$ cat src/rtl/core/tkam_pkg.sv
// Shared constants and types for the top-k argmax selector.
// No dependencies; imported by the selector core.
`default_nettype none

package tkam_pkg;

    localparam int TOPK_MAX   = 8;
    localparam int VECTOR_MAX = 4096;
    localparam int VALUE_W    = 32;
    localparam int POS_W      = $clog2(VECTOR_MAX);
    localparam int RANK_W     = $clog2(TOPK_MAX);
    localparam int TOPK_W     = 4;
    localparam int CFG_IDX_W  = 2;
    localparam int CFG_DATA_W = 4;
    localparam int M_DATA_W   = 40;

    // configuration register indexes
    localparam logic [CFG_IDX_W-1:0] CFG_TOP_K       = 2'd0;
    localparam logic [CFG_IDX_W-1:0] CFG_OUT_MAX_VAL = 2'd1;
    localparam logic [CFG_IDX_W-1:0] CFG_HAS_AXIS    = 2'd2;

    // result phase codes
    localparam logic PHASE_INDEX = 1'b0;
    localparam logic PHASE_VALUE = 1'b1;

    localparam logic signed [VALUE_W-1:0] VALUE_MIN = {1'b1, {(VALUE_W-1){1'b0}}};
    localparam logic [TOPK_W-1:0] TOPK_SAT = TOPK_W'(TOPK_MAX);

    typedef logic signed [VALUE_W-1:0] value_t;
    typedef logic [POS_W-1:0]          pos_t;
    typedef logic [RANK_W-1:0]         rank_t;

    typedef struct packed {
        logic   valid;
        value_t value;
        pos_t   index;
    } entry_t;

endpackage

`default_nettype wire

$ cat src/rtl/core/top_k_argmax_selector.sv
// Top level of the top-k argmax selector: ranked insert list, result bank
// and result sequencer. Depends on tkam_pkg.
`default_nettype none

// Streams one signed Q16.16 element per cycle and keeps the TOPK_MAX largest
// values with their positions; equal values rank the later position higher.
// Each element is held in the input register, then updates the ranked list
// with eight parallel compares and a shift-insert, so one element is taken
// every cycle. On a vector's last element the list is copied into a result
// bank and cleared; the bank sends its results one per cycle while m_tready
// is high (top_k, or 2*top_k in flat value mode), the first once the bank is
// loaded. A new vector streams in while the bank drains; only its last
// element waits until the bank is free (or frees in the same cycle). Ranks
// beyond the vector length report index 0 and the most negative value.
// Configuration is sampled when a vector ends.
module top_k_argmax_selector
    import tkam_pkg::*;
(
    input  wire logic                  aclk,
    input  wire logic                  aresetn,
    // configuration write port
    input  wire logic                  cfg_wr_en,
    input  wire logic [CFG_IDX_W-1:0]  cfg_index,
    input  wire logic [CFG_DATA_W-1:0] cfg_wdata,
    // element stream
    input  wire logic                  s_tvalid,
    output logic                       s_tready,
    input  wire logic [VALUE_W-1:0]    s_tdata,   // [31:0] elem_value
    input  wire logic                  s_tlast,   // elem_last
    // result stream
    output logic                       m_tvalid,
    input  wire logic                  m_tready,
    output logic [M_DATA_W-1:0]        m_tdata,   // [31:0] result_word, [34:32] rank
    output logic                       m_tuser,   // is_value
    output logic                       m_tlast    // run_last
);

    // configuration registers
    logic [TOPK_W-1:0] top_k_reg;
    logic              out_max_val_reg;
    logic              has_axis_reg;

    always_ff @(posedge aclk) begin
        if (!aresetn) begin
            top_k_reg       <= TOPK_W'(1);
            out_max_val_reg <= 1'b0;
            has_axis_reg    <= 1'b0;
        end else if (cfg_wr_en) begin
            unique case (cfg_index)
                CFG_TOP_K:       top_k_reg       <= cfg_wdata;
                CFG_OUT_MAX_VAL: out_max_val_reg <= cfg_wdata[0];
                CFG_HAS_AXIS:    has_axis_reg    <= cfg_wdata[0];
                default: ;
            endcase
        end
    end

    // input register
    logic   in_valid_reg;
    value_t in_value_reg;
    logic   in_last_reg;

    // working list and position
    entry_t list_reg  [TOPK_MAX];
    entry_t list_next [TOPK_MAX];
    pos_t   pos_reg;

    // result bank and sequencer
    logic   bank_busy_reg;
    value_t bank_val_reg [TOPK_MAX];
    pos_t   bank_idx_reg [TOPK_MAX];
    rank_t  bank_klast_reg;
    logic   bank_omv_reg;
    logic   phase_reg;
    rank_t  rank_reg;

    logic              advance;
    logic              bank_load;
    logic              bank_free;
    logic              out_fire;
    logic              rank_end;
    logic              run_last;
    logic [TOPK_W-1:0] k_eff;
    logic              ge [TOPK_MAX];

    assign out_fire  = m_tvalid && m_tready;
    assign rank_end  = (rank_reg == bank_klast_reg);
    assign run_last  = rank_end && (phase_reg == PHASE_VALUE || !bank_omv_reg);
    assign bank_free = !bank_busy_reg || (out_fire && run_last);
    assign advance   = in_valid_reg && (!in_last_reg || bank_free);
    assign bank_load = advance && in_last_reg;
    assign s_tready  = !in_valid_reg || advance;

    always_comb begin
        if (top_k_reg == '0) begin
            k_eff = TOPK_W'(1);
        end else if (top_k_reg > TOPK_SAT) begin
            k_eff = TOPK_SAT;
        end else begin
            k_eff = top_k_reg;
        end
    end

    // rank i takes the new element or shifts down once the element ranks at or above it
    always_comb begin
        for (int i = 0; i < TOPK_MAX; i++) begin
            ge[i] = !list_reg[i].valid || (in_value_reg >= list_reg[i].value);
        end
        list_next[0] = list_reg[0];
        if (ge[0]) begin
            list_next[0].valid = 1'b1;
            list_next[0].value = in_value_reg;
            list_next[0].index = pos_reg;
        end
        for (int i = 1; i < TOPK_MAX; i++) begin
            list_next[i] = list_reg[i];
            if (ge[i]) begin
                if (!ge[i-1]) begin
                    list_next[i].valid = 1'b1;
                    list_next[i].value = in_value_reg;
                    list_next[i].index = pos_reg;
                end else begin
                    list_next[i] = list_reg[i-1];
                end
            end
        end
    end

    always_ff @(posedge aclk) begin
        if (!aresetn) begin
            in_valid_reg <= 1'b0;
        end else if (s_tvalid && s_tready) begin
            in_valid_reg <= 1'b1;
        end else if (advance) begin
            in_valid_reg <= 1'b0;
        end
        if (s_tvalid && s_tready) begin
            in_value_reg <= s_tdata;
            in_last_reg  <= s_tlast;
        end
    end

    always_ff @(posedge aclk) begin
        if (!aresetn) begin
            pos_reg <= '0;
            for (int i = 0; i < TOPK_MAX; i++) begin
                list_reg[i].valid <= 1'b0;
            end
        end else if (advance) begin
            if (in_last_reg) begin
                // vector done: clear the list for the next one
                pos_reg <= '0;
                for (int i = 0; i < TOPK_MAX; i++) begin
                    list_reg[i].valid <= 1'b0;
                end
            end else begin
                if (pos_reg != POS_W'(VECTOR_MAX - 1)) begin
                    pos_reg <= pos_reg + POS_W'(1);
                end
                for (int i = 0; i < TOPK_MAX; i++) begin
                    list_reg[i].valid <= list_next[i].valid;
                end
            end
        end
        if (advance) begin
            for (int i = 0; i < TOPK_MAX; i++) begin
                list_reg[i].value <= list_next[i].value;
                list_reg[i].index <= list_next[i].index;
            end
        end
    end

    // result bank: snapshot of the updated list, empty ranks forced to defaults
    always_ff @(posedge aclk) begin
        if (bank_load) begin
            for (int i = 0; i < TOPK_MAX; i++) begin
                bank_val_reg[i] <= list_next[i].valid ? list_next[i].value : VALUE_MIN;
                bank_idx_reg[i] <= list_next[i].valid ? list_next[i].index : '0;
            end
            bank_klast_reg <= RANK_W'(k_eff - TOPK_W'(1));
            bank_omv_reg   <= out_max_val_reg;
        end
    end

    always_ff @(posedge aclk) begin
        if (!aresetn) begin
            bank_busy_reg <= 1'b0;
            phase_reg     <= PHASE_INDEX;
            rank_reg      <= '0;
        end else if (bank_load) begin
            bank_busy_reg <= 1'b1;
            phase_reg     <= (out_max_val_reg && has_axis_reg) ? PHASE_VALUE : PHASE_INDEX;
            rank_reg      <= '0;
        end else if (out_fire) begin
            if (run_last) begin
                bank_busy_reg <= 1'b0;
            end else if (rank_end) begin
                // index list done, move on to the value list
                phase_reg <= PHASE_VALUE;
                rank_reg  <= '0;
            end else begin
                rank_reg <= rank_reg + RANK_W'(1);
            end
        end
    end

    logic [VALUE_W-1:0] result_word;

    always_comb begin
        if (phase_reg == PHASE_VALUE) begin
            result_word = bank_val_reg[rank_reg];
        end else begin
            result_word = VALUE_W'(bank_idx_reg[rank_reg]);
        end
    end

    assign m_tvalid = bank_busy_reg;
    assign m_tdata  = {{(M_DATA_W - VALUE_W - RANK_W){1'b0}}, rank_reg, result_word};
    assign m_tuser  = phase_reg;
    assign m_tlast  = run_last;

endmodule

`default_nettype wire
$ cat config.mk
export PLATFORM = sky130hd
export DESIGN_NAME = top_k_argmax_selector
export DESIGN_NICKNAME = d
export VERILOG_FILES = /design/src/rtl/core/tkam_pkg.sv /design/src/rtl/core/top_k_argmax_selector.sv
export SDC_FILE = /design/constraint.sdc
export NUM_CORES = 2
export LEC_CHECK = 0
export BUFFER_PORTS_ARGS = -buffer_cell sky130_fd_sc_hd__buf_2
export CORE_ASPECT_RATIO = 0.5
export CORE_MARGIN = 5
export CORE_UTILIZATION = 58
export CTS_CLUSTER_DIAMETER = 120
export DETAILED_ROUTE_END_ITERATION = 16
export PLACE_DENSITY = 0.78
export SYNTH_ARGS = -nofsm -noshare
export SYNTH_HDL_FRONTEND = slang
export SYNTH_SLANG_ARGS = --single-unit
$ cat constraint.sdc
create_clock -name aclk -period 11 [get_ports aclk]
set_clock_uncertainty 0.2 [all_clocks]
set_input_delay 2.2 -clock aclk [delete_from_list [all_inputs] [get_ports aclk]]
set_output_delay 2.2 -clock aclk [all_outputs]
set_load 0.05 [all_outputs]
==> flow_metrics.env <==
export IMPL_status="completed"
export IMPL_drc=0
export IMPL_slew_violations=0
export IMPL_cts_buffer_depth=3
export IMPL_largest_register_ff_count=360
export IMPL_power_frac_seq=0.526
export IMPL_synth_seq_cells=776
export IMPL_min_path_cells=0
export IMPL_drt_iter0_drc=3900
export IMPL_pwr_share_comb=0.113
export IMPL_viasPerCell=6.52
export IMPL_drv_cap=0
export IMPL_cts_tree="yes"
export IMPL_routed_wl_um=113000
export IMPL_hpwlAfterDp_um=71700
export IMPL_syn_area_per_cell_um2=11.8
export IMPL_grt_max_degree=134
export IMPL_p_int_mw=4.96
export IMPL_ctsHoldBuffers=0
export IMPL_fin_nets=3867
export IMPL_drive_gt1_frac=0.118
export IMPL_initial_core_util=0.586
export IMPL_grt_pass1_vias=29200
export IMPL_clockRootBuffer="clkbuf_16"
export IMPL_finalHoldViolCount=0
export IMPL_h_tree_depth=3
export IMPL_io_buffers=82
export IMPL_p_sw_frac=0.257
export IMPL_via_count=29900
export IMPL_routedWlPerCell_um=24.7
export IMPL_track_usage=0.280
export IMPL_syn2layout_area_growth_pct=7.47
export IMPL_synthesis_area_um2=42800
export IMPL_worst_ep_arrival_time_ns=4.18
export IMPL_endpoint_kind="output pin"
export IMPL_mostFrequentLayoutCells="edfxtp_1, mux2i_1, a21oi_1"
export IMPL_fp_dieW_um=394
export IMPL_slew_headroom=0.0939
export IMPL_yosysSeqAreaShare=0.537
export IMPL_clkPwrFrac=0.362
export IMPL_cp_required_ns=8.60
export IMPL_rows=70
export IMPL_holdCritStartpoint="out_max_val_reg$_SDFFE_PN0P_"
export IMPL_clock_fmax_mhz=152
export IMPL_post_route_period_util=0.599
export IMPL_placedCellCount=4463
export IMPL_postCtsSetupRepairBufs=0
export IMPL_cp_max_fo=39
export IMPL_yosys_warnings=0
export IMPL_die_h_um=202
export IMPL_synth_distinct_cells=60
export IMPL_ant_nets=0
export IMPL_path_clk_slew_ns=0.07
export IMPL_hold_end="bank_omv_reg$_DFFE_PP_"
export IMPL_cts_buffers=71
export IMPL_core_area_um2=73000
export IMPL_startpoint_type="flop"
export IMPL_tightest_slew_ns=1.34
export IMPL_cts_resized=0
export IMPL_reg2reg_to="bank_idx_reg[4][8]$_SDFFCE_PN0P_"
export IMPL_clock_sinks=776
export IMPL_synthFlopType="edfxtp_1"
export IMPL_layout_cells_non_filler=4591
export IMPL_gr_total_overflow=0
export IMPL_netSwitchingPower_mw=1.72
export IMPL_r2r_cells=10
export IMPL_rsz0062_at_grt="false"
export IMPL_vdd_drop_max_v=0.000112
export IMPL_firstDrtPassIters=6
export IMPL_netlist_instances=3613
export IMPL_hold_path_class="reg -> reg"
export IMPL_p_leak_nw=17.3
export IMPL_reg2reg_slack_ns=5.09
export IMPL_async_reset_ff_frac=0
export IMPL_ioPinCount=88
export IMPL_antenna_found_initial=3
export IMPL_path_class="reg -> out"
export IMPL_gp_congestion=0.873
export IMPL_p_per_area_nw_per_um2=145
export IMPL_clk_insertion_delay_late_ns=0.65
export IMPL_post_route_min_period_ns=6.58
export IMPL_setup_tns_ns=0
export IMPL_setup_viol_count_final=0
export IMPL_mostFrequentLayoutCell="edfxtp_1"
export IMPL_grt_pass1_wl_um=173000
export IMPL_dieArea_um2=79600
export IMPL_synth_edf_count=744
export IMPL_finish_utilization=0.630
export IMPL_r2r_start="in_value_reg[11]$_DFFE_PP_"
kinds of logic after synthesis:
kind of cell	after synthesis	share of synthesized area
buffers and inverters	549	0.0515
adders and majority gates	259	0.0757
AOI/OAI and AO/OA	842	0.110
other	1	0.0000876
muxes	529	0.156
xor gates and xnor gates	14	0.00287
and+or+nand+nor	643	0.0672
DFF	776	0.537
cell usage after synthesis, types with 3 or more instances:
| library cell | number | area, um2 |
|---|---|---|
| buf_1 | 18 | 67.6 |
| o22ai_1 | 193 | 1210 |
| nand2_1 | 189 | 709 |
| buf_4 | 14 | 105 |
| a22oi_1 | 3 | 22.5 |
| ha_1 | 259 | 3240 |
| o21ai_1 | 4 | 20.0 |
| a21oi_1 | 332 | 1660 |
| nand4_1 | 61 | 382 |
| nand3b_1 | 4 | 30.0 |
| o311ai_0 | 3 | 26.3 |
| a211oi_1 | 9 | 67.6 |
| a21boi_0 | 7 | 52.6 |
| nor2_1 | 268 | 1010 |
| nor4_1 | 9 | 56.3 |
| mux2_2 | 91 | 1020 |
| mux4_2 | 100 | 2250 |
| nand2b_1 | 13 | 81.3 |
| mux2i_1 | 336 | 3360 |
| buf_2 | 42 | 210 |
| a31oi_1 | 13 | 81.3 |
| nor3_1 | 7 | 35.0 |
| o211ai_1 | 17 | 128 |
| o31ai_1 | 3 | 22.5 |
| nor2b_1 | 39 | 244 |
| and4_1 | 8 | 70.1 |
| o21ai_0 | 229 | 1150 |
| clkbuf_1 | 168 | 631 |
| edfxtp_1 | 744 | 22300 |
| dfxtp_1 | 32 | 641 |
| xor2_1 | 9 | 78.8 |
| inv_1 | 303 | 1140 |
| and3_1 | 6 | 37.5 |
| a221oi_1 | 7 | 61.3 |
| a21o_1 | 8 | 60.1 |
| nand3_1 | 32 | 160 |
| xnor2_1 | 5 | 43.8 |
area by class of cell:
cell class,count,area [um2]
Antenna cell,1,2.50
Clock buffer,92,1910
Clock inverter,35,265
Tap cell,972,1220
Timing Repair Buffer,120,708
Fill cell,5458,27100
Inverter,303,1150
Multi-Input combinational cell,2292,17700
Sequential cell,776,23000
per-stage QoR:
stage	power, mW	cell area [um2]	setup WS, ns	hold WS [ns]
global route	6.89	46000	4.07	0.275
floorplan	4.10	42800	0.434	0.231
global placement	4.26	43800	5.01	0.255
detailed placement	4.30	43800	4.93	0.253
CTS	6.66	46000	4.27	0.269
finish	6.68	46000	4.42	0.273
power groups by stage:
stage | registers (mW) | clock network, mW | logic, mW
floorplan | 3.56 | 0 | 0.536
global placement | 3.56 | 0 | 0.703
detailed placement | 3.57 | 0 | 0.734
CTS | 3.51 | 2.41 | 0.739
global route | 3.52 | 2.55 | 0.822
finish | 3.51 | 2.41 | 0.753
worst max-delay path, stage by stage (launching register included):
cell and delay [ns]:
dfxtp_4 0.60, buf_4 0.70, buf_4 0.78, mux4_2 0.60, mux4_2 0.55, buf_2 0.25
routing by layer:
layer	part of all wire	vias to the layer above	track usage
li1	-	13400	-
met1	0.40	14500	0.394
met2	0.45	1706	0.432
met3	0.11	265	0.0645
met4	0.035	4	0.0959
met5	0.00020	-	0
worst max-delay path by stage:
stage / to
after floorplan: bank_idx_reg[0][0]$_SDFFCE_PN0P_
after global placement: m_tdata[9]
after detailed placement: m_tdata[9]
after CTS: m_tdata[9]
after global routing: m_tdata[9]
final: m_tdata[9]
(Power assumes the default switching activity.)
